### src/rtl/core/ftifc_pkg.sv
`timescale 1ns / 1ps
`default_nettype none
// ----------------------------------------------------------------------------
// Fixed-to-float converter package
// Field widths, format codes and IEEE 754 constants shared by the converter.
// ----------------------------------------------------------------------------
package ftifc_pkg;

  localparam int WHOLE_W      = 31;
  localparam int FRAC_IN_W    = 64;
  localparam int ENC_W        = 64;
  localparam int EXP_W        = 11;
  localparam int DEF_FRACTION_BITS = 64;

  localparam int SINGLE_BIAS  = 127;
  localparam int DOUBLE_BIAS  = 1023;
  localparam int SINGLE_MANT  = 23;
  localparam int DOUBLE_MANT  = 52;
  localparam int SINGLE_EXP_W = 8;
  localparam int SINGLE_W     = 32;

  localparam logic FMT_SINGLE = 1'b0;
  localparam logic FMT_DOUBLE = 1'b1;

  typedef logic [ENC_W-1:0] enc_t;
  typedef logic [EXP_W-1:0] exp_t;

endpackage : ftifc_pkg
`default_nettype wire

### src/rtl/core/fixed_to_ieee_float_convert_core.sv
`timescale 1ns / 1ps
`default_nettype none
// ----------------------------------------------------------------------------
// Fixed-point to IEEE 754 converter core
// Converts a sign-magnitude fixed-point value to single or double format,
// truncating the mantissa.
// ----------------------------------------------------------------------------
// The core accepts one beat in every clock cycle and never raises busy. Each
// result appears on out_encoded and out_is_zero, marked by out_valid, once its
// input beat has passed through the four register stages: input
// capture, leading-one detection, a coarse shift by multiples of sixteen and
// a fine shift with exponent and packing. The receiver cannot stall the
// core, so every result must be taken in the cycle it is shown. The format
// register travels with each beat and should be written only while no beat
// is in flight.
module fixed_to_ieee_float_convert_core
  import ftifc_pkg::*;
#(
  parameter int FRACTION_BITS = DEF_FRACTION_BITS
) (
  input  wire                  clk,
  input  wire                  rst_n,
  input  wire                  start,
  output logic                 busy,
  input  wire                  in_sign,
  input  wire [WHOLE_W-1:0]    in_whole_magnitude,
  input  wire [FRAC_IN_W-1:0]  in_fraction,
  output logic                 out_valid,
  output logic [ENC_W-1:0]     out_encoded,
  output logic                 out_is_zero,
  input  wire                  cfg_valid,
  output logic                 cfg_ready,
  input  wire                  cfg_format_select
);

  localparam int MAG_W = WHOLE_W + FRACTION_BITS;
  localparam int LZ_W  = $clog2(MAG_W);
  localparam int TOP_POS = MAG_W - 1 - FRACTION_BITS;

  function automatic logic [LZ_W-1:0] lead_zeros(input logic [MAG_W-1:0] m);
    logic [LZ_W-1:0] n;
    n = '0;
    for (int i = 0; i < MAG_W; i++) begin
      if (m[i]) begin
        n = LZ_W'(MAG_W - 1 - i);
      end
    end
    return n;
  endfunction

  logic fmt_r, fmt_nxt;

  logic             v1_r, s1_r, f1_r;
  logic [MAG_W-1:0] m1_r;

  logic             v2_r, s2_r, f2_r, z2_r;
  logic [MAG_W-1:0] m2_r;
  logic [LZ_W-1:0]  lz2_r;

  logic             v3_r, s3_r, f3_r, z3_r;
  logic [MAG_W-1:0] m3_r;
  logic [LZ_W-1:0]  lz3_r;

  logic             out_valid_r, out_is_zero_r;
  enc_t             out_encoded_r, enc_nxt;

  logic             in_fire;
  logic [MAG_W-1:0] mag_in, coarse, norm;
  logic [LZ_W-1:0]  coarse_amt;
  exp_t             exp_val, bias;

  assign busy      = 1'b0;
  assign cfg_ready = 1'b1;
  assign in_fire   = start && !busy;
  assign mag_in    = {in_whole_magnitude, in_fraction[FRAC_IN_W-1 -: FRACTION_BITS]};
  assign fmt_nxt   = (cfg_valid && cfg_ready) ? cfg_format_select : fmt_r;

  assign coarse_amt = {lz2_r[LZ_W-1:4], 4'b0000};
  assign coarse     = m2_r << coarse_amt;
  assign norm       = m3_r << lz3_r[3:0];
  assign bias       = (f3_r == FMT_DOUBLE) ? exp_t'(DOUBLE_BIAS) : exp_t'(SINGLE_BIAS);
  assign exp_val    = bias + exp_t'(TOP_POS) - exp_t'(lz3_r);

  always_comb begin
    enc_nxt = '0;
    if (f3_r == FMT_DOUBLE) begin
      enc_nxt[ENC_W-1] = s3_r;
      if (!z3_r) begin
        enc_nxt[ENC_W-2 -: EXP_W]     = exp_val;
        enc_nxt[DOUBLE_MANT-1:0]      = norm[MAG_W-2 -: DOUBLE_MANT];
      end
    end else begin
      enc_nxt[SINGLE_W-1] = s3_r;
      if (!z3_r) begin
        enc_nxt[SINGLE_W-2 -: SINGLE_EXP_W] = exp_val[SINGLE_EXP_W-1:0];
        enc_nxt[SINGLE_MANT-1:0]            = norm[MAG_W-2 -: SINGLE_MANT];
      end
    end
  end

  always_ff @(posedge clk) begin
    if (!rst_n) begin
      fmt_r       <= FMT_SINGLE;
      v1_r        <= 1'b0;
      v2_r        <= 1'b0;
      v3_r        <= 1'b0;
      out_valid_r <= 1'b0;
    end else begin
      fmt_r       <= fmt_nxt;
      v1_r        <= in_fire;
      v2_r        <= v1_r;
      v3_r        <= v2_r;
      out_valid_r <= v3_r;
    end
  end

  always_ff @(posedge clk) begin
    s1_r <= in_sign;
    f1_r <= fmt_r;
    m1_r <= mag_in;

    s2_r  <= s1_r;
    f2_r  <= f1_r;
    m2_r  <= m1_r;
    z2_r  <= (m1_r == '0);
    lz2_r <= lead_zeros(m1_r);

    s3_r  <= s2_r;
    f3_r  <= f2_r;
    z3_r  <= z2_r;
    m3_r  <= coarse;
    lz3_r <= lz2_r;

    out_encoded_r <= enc_nxt;
    out_is_zero_r <= z3_r;
  end

  assign out_valid   = out_valid_r;
  assign out_encoded = out_encoded_r;
  assign out_is_zero = out_is_zero_r;

`ifndef SYNTHESIS
  a_valid_from_stage3: assert property (@(posedge clk) disable iff (!rst_n)
    out_valid |-> $past(v3_r))
    else $error("Result beat without a beat in the last stage.");

  a_zero_encoding: assert property (@(posedge clk) disable iff (!rst_n)
    (out_valid && out_is_zero) |-> (out_encoded[62:32] == '0 && out_encoded[30:0] == '0))
    else $error("Zero result carries a nonzero exponent or mantissa.");

  a_single_upper_clear: assert property (@(posedge clk) disable iff (!rst_n)
    (out_valid && $past(f3_r) == FMT_SINGLE) |-> (out_encoded[63:32] == '0))
    else $error("Single-format result has upper bits set.");
`endif

endmodule : fixed_to_ieee_float_convert_core
`default_nettype wire
### config.mk
export PLATFORM = sky130hd
export DESIGN_NAME = fixed_to_ieee_float_convert_core
export DESIGN_NICKNAME = d
export VERILOG_FILES = /design/src/rtl/core/ftifc_pkg.sv /design/src/rtl/core/fixed_to_ieee_float_convert_core.sv
export SDC_FILE = /design/constraint.sdc
export NUM_CORES = 1
export LEC_CHECK = 0
export CORE_MARGIN = 2
export CORE_UTILIZATION = 63
export DETAILED_ROUTE_END_ITERATION = 8
export DONT_BUFFER_PORTS = 1
export PLACE_DENSITY = 0.85
export SYNTH_ARGS = -nofsm -noshare
export SYNTH_HDL_FRONTEND = slang
export SYNTH_SLANG_ARGS = --single-unit
export TNS_END_PERCENT = 100
### constraint.sdc
create_clock -name clk -period 2.9 [get_ports clk]
set_input_delay 0.145 -clock clk [delete_from_list [all_inputs] [get_ports clk]]
set_output_delay 0.145 -clock clk [all_outputs]
set_load 0.005 [all_outputs]
Word-level counts from Yosys, hierarchy flattened:

Index checks and enable logic that the tools add are counted.

* reduce and logical (&&, ||, !) cells: 8
* $mul: 0
* mux-type cells: 98
* eq/ne operators: 0
* add/sub/neg operators: 2
* shift operators: 2
* divide/modulo/power cells: 0
* magnitude comparators: 0
* bitwise gates (word level): 1

Operators by type and width (count)
* 7-bit two-way mux: 31
* 6-bit two-way mux: 32
* 95-bit zero test: 1
* 95-bit by 4-bit left shift with 94-bit output: 1
* 95-bit by 7-bit left shift with 95-bit output: 1
* 5-bit two-way mux: 16
* 32-bit two-way mux: 2
* 64-bit OR reduction: 1
* 4-bit two-way mux: 8
* 32-bit OR reduction: 1
* 31-bit two-way mux: 1
* 16-bit OR reduction: 1
* 3-bit two-way mux: 4
* 10-bit by 5-bit adder with 11-bit output (second input constant): 1
* 11-bit by 7-bit subtractor with 11-bit output: 1
* 10-bit two-way mux: 1
* 8-bit OR reduction: 1
* 2-bit two-way mux: 2
* 2-bit OR reduction: 2
* 4-bit OR reduction: 1
* 1-bit two-way mux: 1
* 1-bit NOT: 1

* latch bits: 0
* input bits: 101
* register bits: 377
* bits in writable memories: 0
* output and inout port bits: 68
* memory bits (read-only): 0
* memories: 0
* logic and storage cells: 139

Logic depth before layout (Yosys ltp):

Gate-level depths: netlist of run 1.

* depth in word-level cells: 94
* mapped depth: 11

Worst setup path before layout of run 1:

OpenSTA, ideal clock, no wires.

* path type: flip-flop to flip-flop
* start point: register lz3_r[2]
* end point: register out_encoded_r[28], in the netlist out_encoded[28]
* required time: 2.766 ns
* buffers on the path: 3
* cell stages (with the launch flop): 10
* arrival: 1.979 ns
* path slack: 0.787 ns
* clock period less this slack: 2.113 ns
* path through: dfxtp_1 -> clkbuf_1 -> inv_1 -> buf_2 -> buf_1 -> ha_1 -> a21o_1 -> a21oi_1 -> xor2_1 -> o22ai_1

* cells in the longest elaborated chain, start to end: 3
* elaborated cells between the ends (all ways): 5
* those cells by class: 1 x add/sub; 1 x shift; 3 x mux

Ends and longest elaborated chain
* start, declared: line fixed_to_ieee_float_convert_core.sv:62 `logic [LZ_W-1:0] lz3_r;`
* start signal, assigned: line fixed_to_ieee_float_convert_core.sv:132 `lz3_r <= lz2_r;`
* 11-bit by 7-bit subtractor with 11-bit output or 95-bit by 4-bit left shift with 94-bit output (tied branches): line fixed_to_ieee_float_convert_core.sv:82, fixed_to_ieee_float_convert_core.sv:80
* 31-bit two-way mux or 32-bit two-way mux (tied branches): line fixed_to_ieee_float_convert_core.sv:94, fixed_to_ieee_float_convert_core.sv:88
* 32-bit two-way mux *: line fixed_to_ieee_float_convert_core.sv:86 `if (f3_r == FMT_DOUBLE) begin`
* named net enc_nxt[28]: line fixed_to_ieee_float_convert_core.sv:65 `enc_t out_encoded_r, enc_nxt;`
* end signal, assigned: line fixed_to_ieee_float_convert_core.sv:134 `out_encoded_r <= enc_nxt;`
* end, declared: line fixed_to_ieee_float_convert_core.sv:65

The timed path passes the listed nets; every way through them passes the cells marked *.
A chain may end at the register's enable or synchronous reset.

Worst setup path after layout of run 1:

* start point: register m1_r[50]
* end point: register lz2_r[0]

* cells in the longest elaborated chain, start to end: 44

Ends and longest elaborated chain
* start, declared: line fixed_to_ieee_float_convert_core.sv:54 `logic [MAG_W-1:0] m1_r;`
* start signal, assigned: line fixed_to_ieee_float_convert_core.sv:120 `m1_r <= mag_in;`
* 6-bit two-way mux (13 in series): line fixed_to_ieee_float_convert_core.sv:44 `if (m[i]) begin`
* 5-bit two-way mux (16 in series): line fixed_to_ieee_float_convert_core.sv:44
* 4-bit two-way mux (8 in series): line fixed_to_ieee_float_convert_core.sv:44
* 3-bit two-way mux (4 in series): line fixed_to_ieee_float_convert_core.sv:44
* 2-bit two-way mux (2 in series): line fixed_to_ieee_float_convert_core.sv:44
* 1-bit two-way mux: line fixed_to_ieee_float_convert_core.sv:44
* end signal, assigned: line fixed_to_ieee_float_convert_core.sv:126 `lz2_r <= lead_zeros(m1_r);`
* end, declared: line fixed_to_ieee_float_convert_core.sv:58 `logic [LZ_W-1:0] lz2_r;`

Every way passes these cells.

==> results of run 1 <==
==> state kept, by name, indices dropped and copies added, names as in the netlist, 7 cells and up <==
| name | count |
|---|---|
| lz2_r | 7 |
| lz3_r | 7 |
| m1_r | 95 |
| m2_r | 94 |
| m3_r | 67 |
| out_encoded | 64 |
==> cells in the mapped netlist, types with 3 or more instances <==
cell	number
nand2_1	152
a211oi_1	21
inv_1	43
nand2b_1	5
nand3_1	7
nor3b_1	3
nor4_1	23
o311ai_0	5
o22ai_1	51
o31a_1	3
a2111oi_0	3
dfxtp_1	348
buf_1	16
a21o_1	4
nor2b_1	9
o32ai_1	7
mux2i_1	84
a221oi_1	4
clkbuf_1	42
or3_1	5
nand4_1	6
a21oi_1	90
or4_1	5
mux4_2	63
o21bai_1	4
nor4b_1	5
and3_1	8
mux2_2	17
buf_4	9
nor3_1	16
a22oi_1	18
o31ai_1	7
a211o_1	5
ha_1	4
nor2_1	163
buf_2	19
and2_1	9
o21ai_1	12
o21ai_0	7
==> final cells by class <==
cell class / count / area share
Clock inverter: 19 / 0.01433
Timing Repair Buffer: 124 / 0.07704
Sequential cell: 348 / 0.4367
Tap cell: 275 / 0.02153
Clock buffer: 44 / 0.06068
Multi-Input combinational cell: 852 / 0.3791
Inverter: 45 / 0.01057
==> kinds of logic (layout without fill, tap and decap cells) <==
| family | Yosys count | after routing |
|---|---|---|
| flip-flops | 348 | 348 |
| multiplexers | 164 | 164 |
| AO/OA/AOI/OAI | 254 | 254 |
| other | 2 | 2 |
| adder cells (fa/ha/maj) | 5 | 5 |
| AND/OR/NAND/NOR | 424 | 424 |
| buffers and inverters | 131 | 232 |
| XOR/XNOR | 3 | 3 |
==> path summary, 6_finish.rpt <==
kind / from / end / depth (start not counted)
max: m1_r[50] / lz2_r[0] / 6
min: in_fraction[52] / m1_r[52] / 1
max reg2reg: m1_r[50] / lz2_r[0] / 6
min reg2reg: f1_r / f2_r / 0
==> layer usage <==
layer,vias to the layer above,track usage,wire length [µm]
li1,4914,-,-
met1,5151,0.4561,15520
met2,921,0.6141,19810
met3,221,0.06867,4028
met4,2,0.2542,3472
met5,-,0,14
==> metrics by stage <==
step	cell area [µm²]	util
after floorplan	13570	-
after global placement	13780	0.6535
after detailed placement	13780	0.6535
after CTS	15980	0.7578
after global routing	15980	0.7578
final	15980	0.7578
==> where the power goes <==
group / internal [mW] / switching, mW / leakage, nW
sequential: 5.07 / 0.323 / 2.92
combinational: 0.479 / 0.492 / 2.88
clock: 2.68 / 1.97 / 0.564
total: 8.23 / 2.78 / 6.37
==> run summary, run 1 <==
post-route insts no fill -> 1707
Synth Area in Compound Gates -> 0.1193
Worst Skew -> 0.02280 ns
Setup WS post-layout -> 0.1799 ns
R2R setup slack -> 0.18 ns
final worst-path cycle share -> 0.9380
crit-path max cell delay -> 0.70 ns
die area -> 22730 µm²
CP cell instances -> inv_1, a2111oi_0, nand4_1, a211o_1, a21oi_1, o41ai_1
latest clock arrival within the worst-skew pair -> 0.53 ns
Yosys warning total -> 0
Final Hold Viols -> 0
status -> finished, final reports clean
Final setup viols -> 0
post-synth top area share -> 0.5133
Synth Cell Area -> 13570 µm²
critical path's slowest cell -> a2111oi_0
Synth Flop Type -> dfxtp_1
Mean Syn Cell Area -> 10.20 µm²
IO Port Bufs -> 0
first-pass GRT wire length -> 64.49 mm
die height -> 150.8 µm
fillers -> 1334
clock sink count -> 348
GRT Total Usage -> 0.3764
number of antenna diodes -> 0
largest cells by area after synthesis -> dfxtp_1 51%, mux4_2 10%, mux2i_1 6.2%
Worst EP required -> 3.29 ns
Final HPWL DP -> 27.93 mm
number of synthesized flops with an enable pin -> 0
largest family of logic cells by synthesized area -> multiplexers
Initial Utilization -> 0.6436
syn_nets -> 1437
Power Total -> 11.01 mW
Slew Viols, Final -> 0
PwrDens -> 689.1 nW/µm²
max_cap viols -> 0
most frequent cells in the layout -> 342 x dfxtp_1, 163 x nor2_1, 152 x nand2_1
number of top-level pins -> 169
largest net degree at the start of global routing -> 70
detail-routed via count per cell -> 6.566
GPL Wtd Cong -> 0.9694
CTS tree -> yes
commonest non-fill, non-tap cell in the layout -> dfxtp_1
Worst Setup End Kind -> register
Max clock buf depth -> 3
mux contribution to synthesized area -> 0.1806
CP startpoint kind -> register
Peak Freq -> 367.6 MHz
min-delay worst type -> input pin to register
Mapped Cells -> 1331
share of cells above drive strength 1 -> 0.1250
via count -> 11210
GRT overflow -> 0
post-synth cell types -> 62
post-CTS resize count -> 0
Setup Fix Bufs, Post-CTS -> 0
Final ANT Viol Nets -> 0
RSZ-0062 raised after global routing -> no
Leak -> 6.368 nW
antenna violations before repair -> 1
crit path max fanout -> 5
cts-stage hold buffer count -> 100
H-tree levels -> 2
First DRT Iteration DRCs -> 1556
#FFs+latches synth -> 348
final wirelength -> 42.85 mm
core area -> 21090 µm²
placed insts -> 1544
post-synthesis adder-cell area fraction -> 0.005163
worst-margin pin slew -> 0.7100 ns
Final nets -> 1512
most area-hungry cell type in the Yosys netlist -> dfxtp_1
Hold Worst Slack -> 0.1555 ns
DR pass1 iterations -> 8
Clock transition at path regs -> 0.07 ns
FFs w/ async S/R, synth -> 0
setup tns final -> 0 ns
WS Path Type -> register to register
shortest period the worst path allows -> 2.720 ns
max_slew headroom -> 0.5145
Synth Area in XOR/XNOR -> 0.001936
Sequential Area -> 6979 µm²
root buf cell -> clkbuf_16
Multi-input gate area -> 6058 µm²
worst slack, placed -> 0.2712 ns
Seq/Total Area, Yosys -> 0.5133
simple-gate area share of the yosys netlist -> 0.1387
Worst path top cell family by delay -> compound AO/OA/AOI/OAI gates
WL per Instance -> 25.10 µm
maximum vdd drop -> 0.5873 mV
num rows -> 53
Syn-to-layout area delta -> 17.75%
CP Data Arrival Time -> 3.11 ns
drt drc -> 0
total CTS buffers -> 35
Worst Path Buf+Inv -> 1
vias in the first global route -> 11030
Chip Width -> 150.8 µm
(Power assumes the default switching activity.)
==> run 2: changes to the inputs <==
--- a/config.mk
+++ b/config.mk
@@ -5,7 +5,7 @@
 export SDC_FILE = /design/constraint.sdc
 export NUM_CORES = 1
 export LEC_CHECK = 0
-export CORE_MARGIN = 2
+export CORE_MARGIN = 4
 export CORE_UTILIZATION = 63
 export DETAILED_ROUTE_END_ITERATION = 8
 export DONT_BUFFER_PORTS = 1
==> run 2 against run 1 <==
Sequential cell count is the same. Fmax grew 5.0%. Wire length is essentially flat. Die area grew 5.4%. Non-clock buffer count is the same. Clock-buffer cell count is the same. Register-to-register slack gained 0.13 ns. Clock power shrank 3%. Setup slack gained 0.13 ns. Worst hold slack gained 0.0099 ns. Largest cell class unchanged.
==> run summary, run 2 (synthesized netlist as in run 1, its figures left out) <==
min-delay worst type -> input pin to register
root buf cell -> clkbuf_16
vias in the first global route -> 10890
max FFs per register -> 95
RSZ-0062 raised after global routing -> no
Initial Utilization -> 0.6436
met3 Use GR -> 0.06631
GPL Wtd Cong -> 1.009
maximum vdd drop -> 0.7240 mV
start of the worst register-to-register path -> m1_r[50]
crit-path max cell delay -> 0.58 ns
Worst EP required -> 3.27 ns
GRT Total Usage -> 0.3490
Syn-to-layout area delta -> 17.48%
latest clock arrival within the worst-skew pair -> 0.52 ns
final worst-path cycle share -> 0.8933
status -> finished, final reports clean
commonest non-fill, non-tap cell in the layout -> dfxtp_1
CP startpoint -> m1_r[50]
final wirelength -> 42.87 mm
IO Port Bufs -> 0
num rows -> 53
die height -> 154.8 µm
die area -> 23960 µm²
CP cell instances -> nor4_2, o311ai_0, a2111oi_0, o21ai_1, a211oi_1
share of cells above drive strength 1 -> 0.1239
Hold Worst Slack -> 0.1654 ns
setup tns final -> 0 ns
Peak Freq -> 386.0 MHz
Final ANT Viol Nets -> 0
core area -> 21090 µm²
Worst path top cell family by delay -> compound AO/OA/AOI/OAI gates
max_slew headroom -> 0.4116
CP startpoint kind -> register
Final nets -> 1511
largest net degree at the start of global routing -> 70
Leak -> 6.369 nW
Largest Register -> m1_r
min-delay src -> in_fraction[22]
total CTS buffers -> 34
PwrDens -> 681.0 nW/µm²
Max clock buf depth -> 3
GR Util met2 -> 0.5778
crit path max fanout -> 5
DR pass1 iterations -> 6
most frequent cells in the layout -> 342 x dfxtp_1, 163 x nor2_1, 152 x nand2_1
Worst Path Buf+Inv -> 0
First DRT Iteration DRCs -> 1462
Worst Skew -> 0.01423 ns
first-pass GRT wire length -> 64.72 mm
drt drc -> 0
Slew Viols, Final -> 0
largest registers -> m1_r: 95 flops, m2_r: 94 flops, m3_r: 67 flops
shortest period the worst path allows -> 2.591 ns
clock sink count -> 348
post-CTS resize count -> 0
worst-margin pin slew -> 0.8704 ns
WL per Instance -> 25.14 µm
CP Data Arrival Time -> 2.96 ns
Final Hold Viols -> 0
via count -> 11250
CTS tree -> yes
post-layout util -> 0.7561
fin area -> 15940 µm²
Worst Setup End Kind -> register
grt peak-use layer -> met2
H-tree levels -> 2
max_cap viols -> 0
GRT overflow -> 0
number of top-level pins -> 169
WS Path Type -> register to register
Clock transition at path regs -> 0.07 ns
detail-routed via count per cell -> 6.599
Post-DP Area -> 13790 µm²
critical path's slowest cell -> a2111oi_0
met1 Use GR -> 0.4242
Final setup viols -> 0
antenna violations before repair -> 3
Final HPWL DP -> 28.52 mm
Chip Width -> 154.8 µm
==> run 2: cell types whose count changed in the layout (fill, tap and decap cells not counted), sizes merged <==
cell      change
clkinvlp      -4
inv           +3
clkinv        -1
bufinv        -1
diode         +1
==> run 2: repair_timing <==
action,CTS,global route
hold buffers,100,0
setup endpoints to repair,0,0
setup buffers,0,0
hold endpoints to repair,101,0
==> run 2: path summary, 6_finish.rpt <==
path               to  slack (ns)  depth (start not counted)
max          lz2_r[1]        0.31                          5
min          m1_r[22]        0.17                          1
max reg2reg  lz2_r[1]        0.31                          5
min reg2reg      f2_r        0.32                          0
==> run 2: power by group <==
part	switching [mW]	internal, mW
clock network	1.90	2.60
registers	0.314	5.07
logic	0.494	0.481
total	2.71	8.15
==> run 2: layer usage <==
layer / part of all wire / vias to the layer above
met5: 0.00049 / -
met4: 0.071 / 4
met3: 0.096 / 221
met2: 0.47 / 932
met1: 0.36 / 5186
li1: - / 4909
==> run 2: metrics by stage <==
stage	worst slack, ns	std cells	total power, mW
final	0.3093	1705	10.86
after CTS	0.5387	1704	10.77
after floorplan	0.7869	1331	5.985
after global placement	0.6332	1544	6.270
after detailed placement	0.5539	1544	6.291
after global routing	0.2613	1705	11.17
==> run 2: final cells by class <==
type | count | area (µm²)
diodes | 1 | 2.502
clock buffers | 44 | 979.7
clock inverters | 16 | 167.7
fillers | 1325 | 5144
inverters | 45 | 168.9
multi-input cells | 852 | 6058
flip-flops and latches | 348 | 6979
well taps | 275 | 344.1
repair buffers | 124 | 1244
==> run 2: worst reg2reg max path, stage by stage, from the launching register on <==
cell and delay (ns):
dfxtp_1 0.38, nor4_2 0.46, o311ai_0 0.22, a2111oi_0 0.58
o21ai_1 0.34, a211oi_1 0.47
==> run 3: changes to the inputs <==
--- a/config.mk
+++ b/config.mk
@@ -10,6 +10,7 @@
 export DETAILED_ROUTE_END_ITERATION = 8
 export DONT_BUFFER_PORTS = 1
 export PLACE_DENSITY = 0.85
+export REMOVE_ABC_BUFFERS = 1
 export SYNTH_ARGS = -nofsm -noshare
 export SYNTH_HDL_FRONTEND = slang
 export SYNTH_SLANG_ARGS = --single-unit
==> run 3 against run 2 <==
Cell count increased by 0.18%. Wire length shrank 5.3%. Worst hold slack gained 0.0021 ns. Combinational power down 2.4%. Total power increased by 1.7%. Largest power group unchanged.
==> run summary, run 3 (synthesized netlist as in run 1, its figures left out) <==
latest clock arrival within the worst-skew pair -> 0.52 ns
CP startpoint kind -> register
combinational share of power -> 0.086
cts-stage hold buffer count -> 100
internal power -> 8.414 mW
met3 Use GR -> 0.05876
Final setup viols -> 0
Final HPWL DP -> 28.07 mm
drt drc -> 0
total CTS buffers -> 35
Chip Width -> 154.8 µm
Worst Setup End Kind -> register
Final ANT Viol Nets -> 0
clock network power share -> 0.426
RSZ-0062 raised after global routing -> no
Power Total -> 11.04 mW
WS Path Type -> register to register
GRT Total Usage -> 0.3305
First DRT Iteration DRCs -> 1237
via count -> 10960
grt peak-use layer -> met2
clock sink count -> 348
Max clock buf depth -> 3
die area -> 23960 µm²
CTS tree -> yes
shortest period the worst path allows -> 2.481 ns
Clock transition at path regs -> 0.06 ns
die height -> 154.8 µm
first-pass GRT wire length -> 61.50 mm
WL per Instance -> 23.76 µm
GR Util met2 -> 0.5541
number of antenna diodes -> 0
post-CTS resize count -> 0
GRT overflow -> 0
final wirelength -> 40.58 mm
Sequential Area -> 6979 µm²
Worst EP required -> 3.27 ns
PwrDens -> 689.5 nW/µm²
status -> finished, final reports clean
min-delay worst type -> input pin to register
maximum vdd drop -> 0.6340 mV
num rows -> 53
Largest Register -> m1_r
GPL Wtd Cong -> 0.9709
max_slew headroom -> 0.3924
largest net degree at the start of global routing -> 70
Peak Freq -> 403.0 MHz
Seq pwr share -> 0.488
worst-margin pin slew -> 0.9030 ns
antenna violations before repair -> 1
detail-routed via count per cell -> 6.415
Setup Fix Bufs, Post-CTS -> 0
root buf cell -> clkbuf_16
share of cells above drive strength 1 -> 0.1242
vias in the first global route -> 10710
number of top-level pins -> 169
Worst Skew -> 0.01858 ns
CP Data Arrival Time -> 2.85 ns
H-tree levels -> 2
IO Port Bufs -> 0
Initial Utilization -> 0.6436
fillers -> 1384
Leak -> 6.409 nW
largest registers -> m1_r: 95 flops, m2_r: 94 flops, m3_r: 67 flops
most frequent cells in the layout -> 342 x dfxtp_1, 163 x nor2_1, 152 x nand2_1
Net Switching -> 2.624 mW
commonest non-fill, non-tap cell in the layout -> dfxtp_1
final worst-path cycle share -> 0.8556
met1 Use GR -> 0.4022
DR pass1 iterations -> 6
max_cap viols -> 0
Multi-input gate area -> 6058 µm²
core area -> 21090 µm²
Final nets -> 1515
Slew Viols, Final -> 0
Syn-to-layout area delta -> 17.96%
setup tns final -> 0 ns
max FFs per register -> 95
Final Hold Viols -> 0
Sw Share -> 0.2377
crit path max fanout -> 5
## run 3: cell count changes in the layout (fill, tap and decap cells not counted), moves of 2 or more
cell	delta
clkinvlp_4	-2
bufinv_16	+3
buf_4	+5
clkbuf_1	+3
clkbuf_8	-2
buf_12	-2
clkinv_2	-2
## run 3: worst max-delay path, cell delays in order, from the launching register on
cell	delay, ns
dfxtp_1	0.41
nor4_1	0.32
o311ai_0	0.20
a2111oi_0	0.62
o21ai_1	0.32
a211oi_1	0.46
## run 3: area by class of cell
cell class | count | area share
clock buffers | 46 | 0.06174
clock inverters | 15 | 0.01430
multi-input cells | 852 | 0.3784
repair buffers | 127 | 0.07753
inverters | 45 | 0.01055
well taps | 275 | 0.02149
flip-flops and latches | 348 | 0.4360
## run 3: per-layer routing
layer | vias to the layer above | wire length, µm
li1 | 4934 | -
met1 | 5117 | 15010
met2 | 746 | 19330
met3 | 160 | 3534
met4 | 0 | 2704
met5 | - | 0
## run 3: path summary, 6_finish.rpt
kind                                 startpoint        to  slack [ns]  depth (start not counted)
worst max register to register         m1_r[42]  lz2_r[1]        0.42                          5
worst min register to register             f2_r      f3_r        0.33                          0
worst max-delay path                   m1_r[42]  lz2_r[1]        0.42                          5
worst min-delay path            in_fraction[30]  m1_r[30]        0.17                          1
## run 3: per-stage QoR
step | utilization | cells | hold slack, ns | instance area, µm² | setup slack [ns]
after floorplan | - | 1245 | 0.1727 | 13190 | -1.344
after global placement | 0.6540 | 1547 | 0.1728 | 13790 | 0.6728
after detailed placement | 0.6540 | 1547 | 0.1728 | 13790 | 0.6758
after CTS | 0.7592 | 1708 | 0.1578 | 16010 | 0.6645
after global routing | 0.7592 | 1708 | 0.1613 | 16010 | 0.2230
final | 0.7592 | 1708 | 0.1675 | 16010 | 0.4187
## run 3: power groups by stage
stage                     logic, mW  clock network [mW]  registers [mW]
after floorplan               0.612                   0            5.36
after global placement        0.805                   0            5.46
after detailed placement      0.814                   0            5.47
after CTS                     0.925                4.72            5.37
after global routing           1.03                4.94            5.40
final                         0.951                4.70            5.38
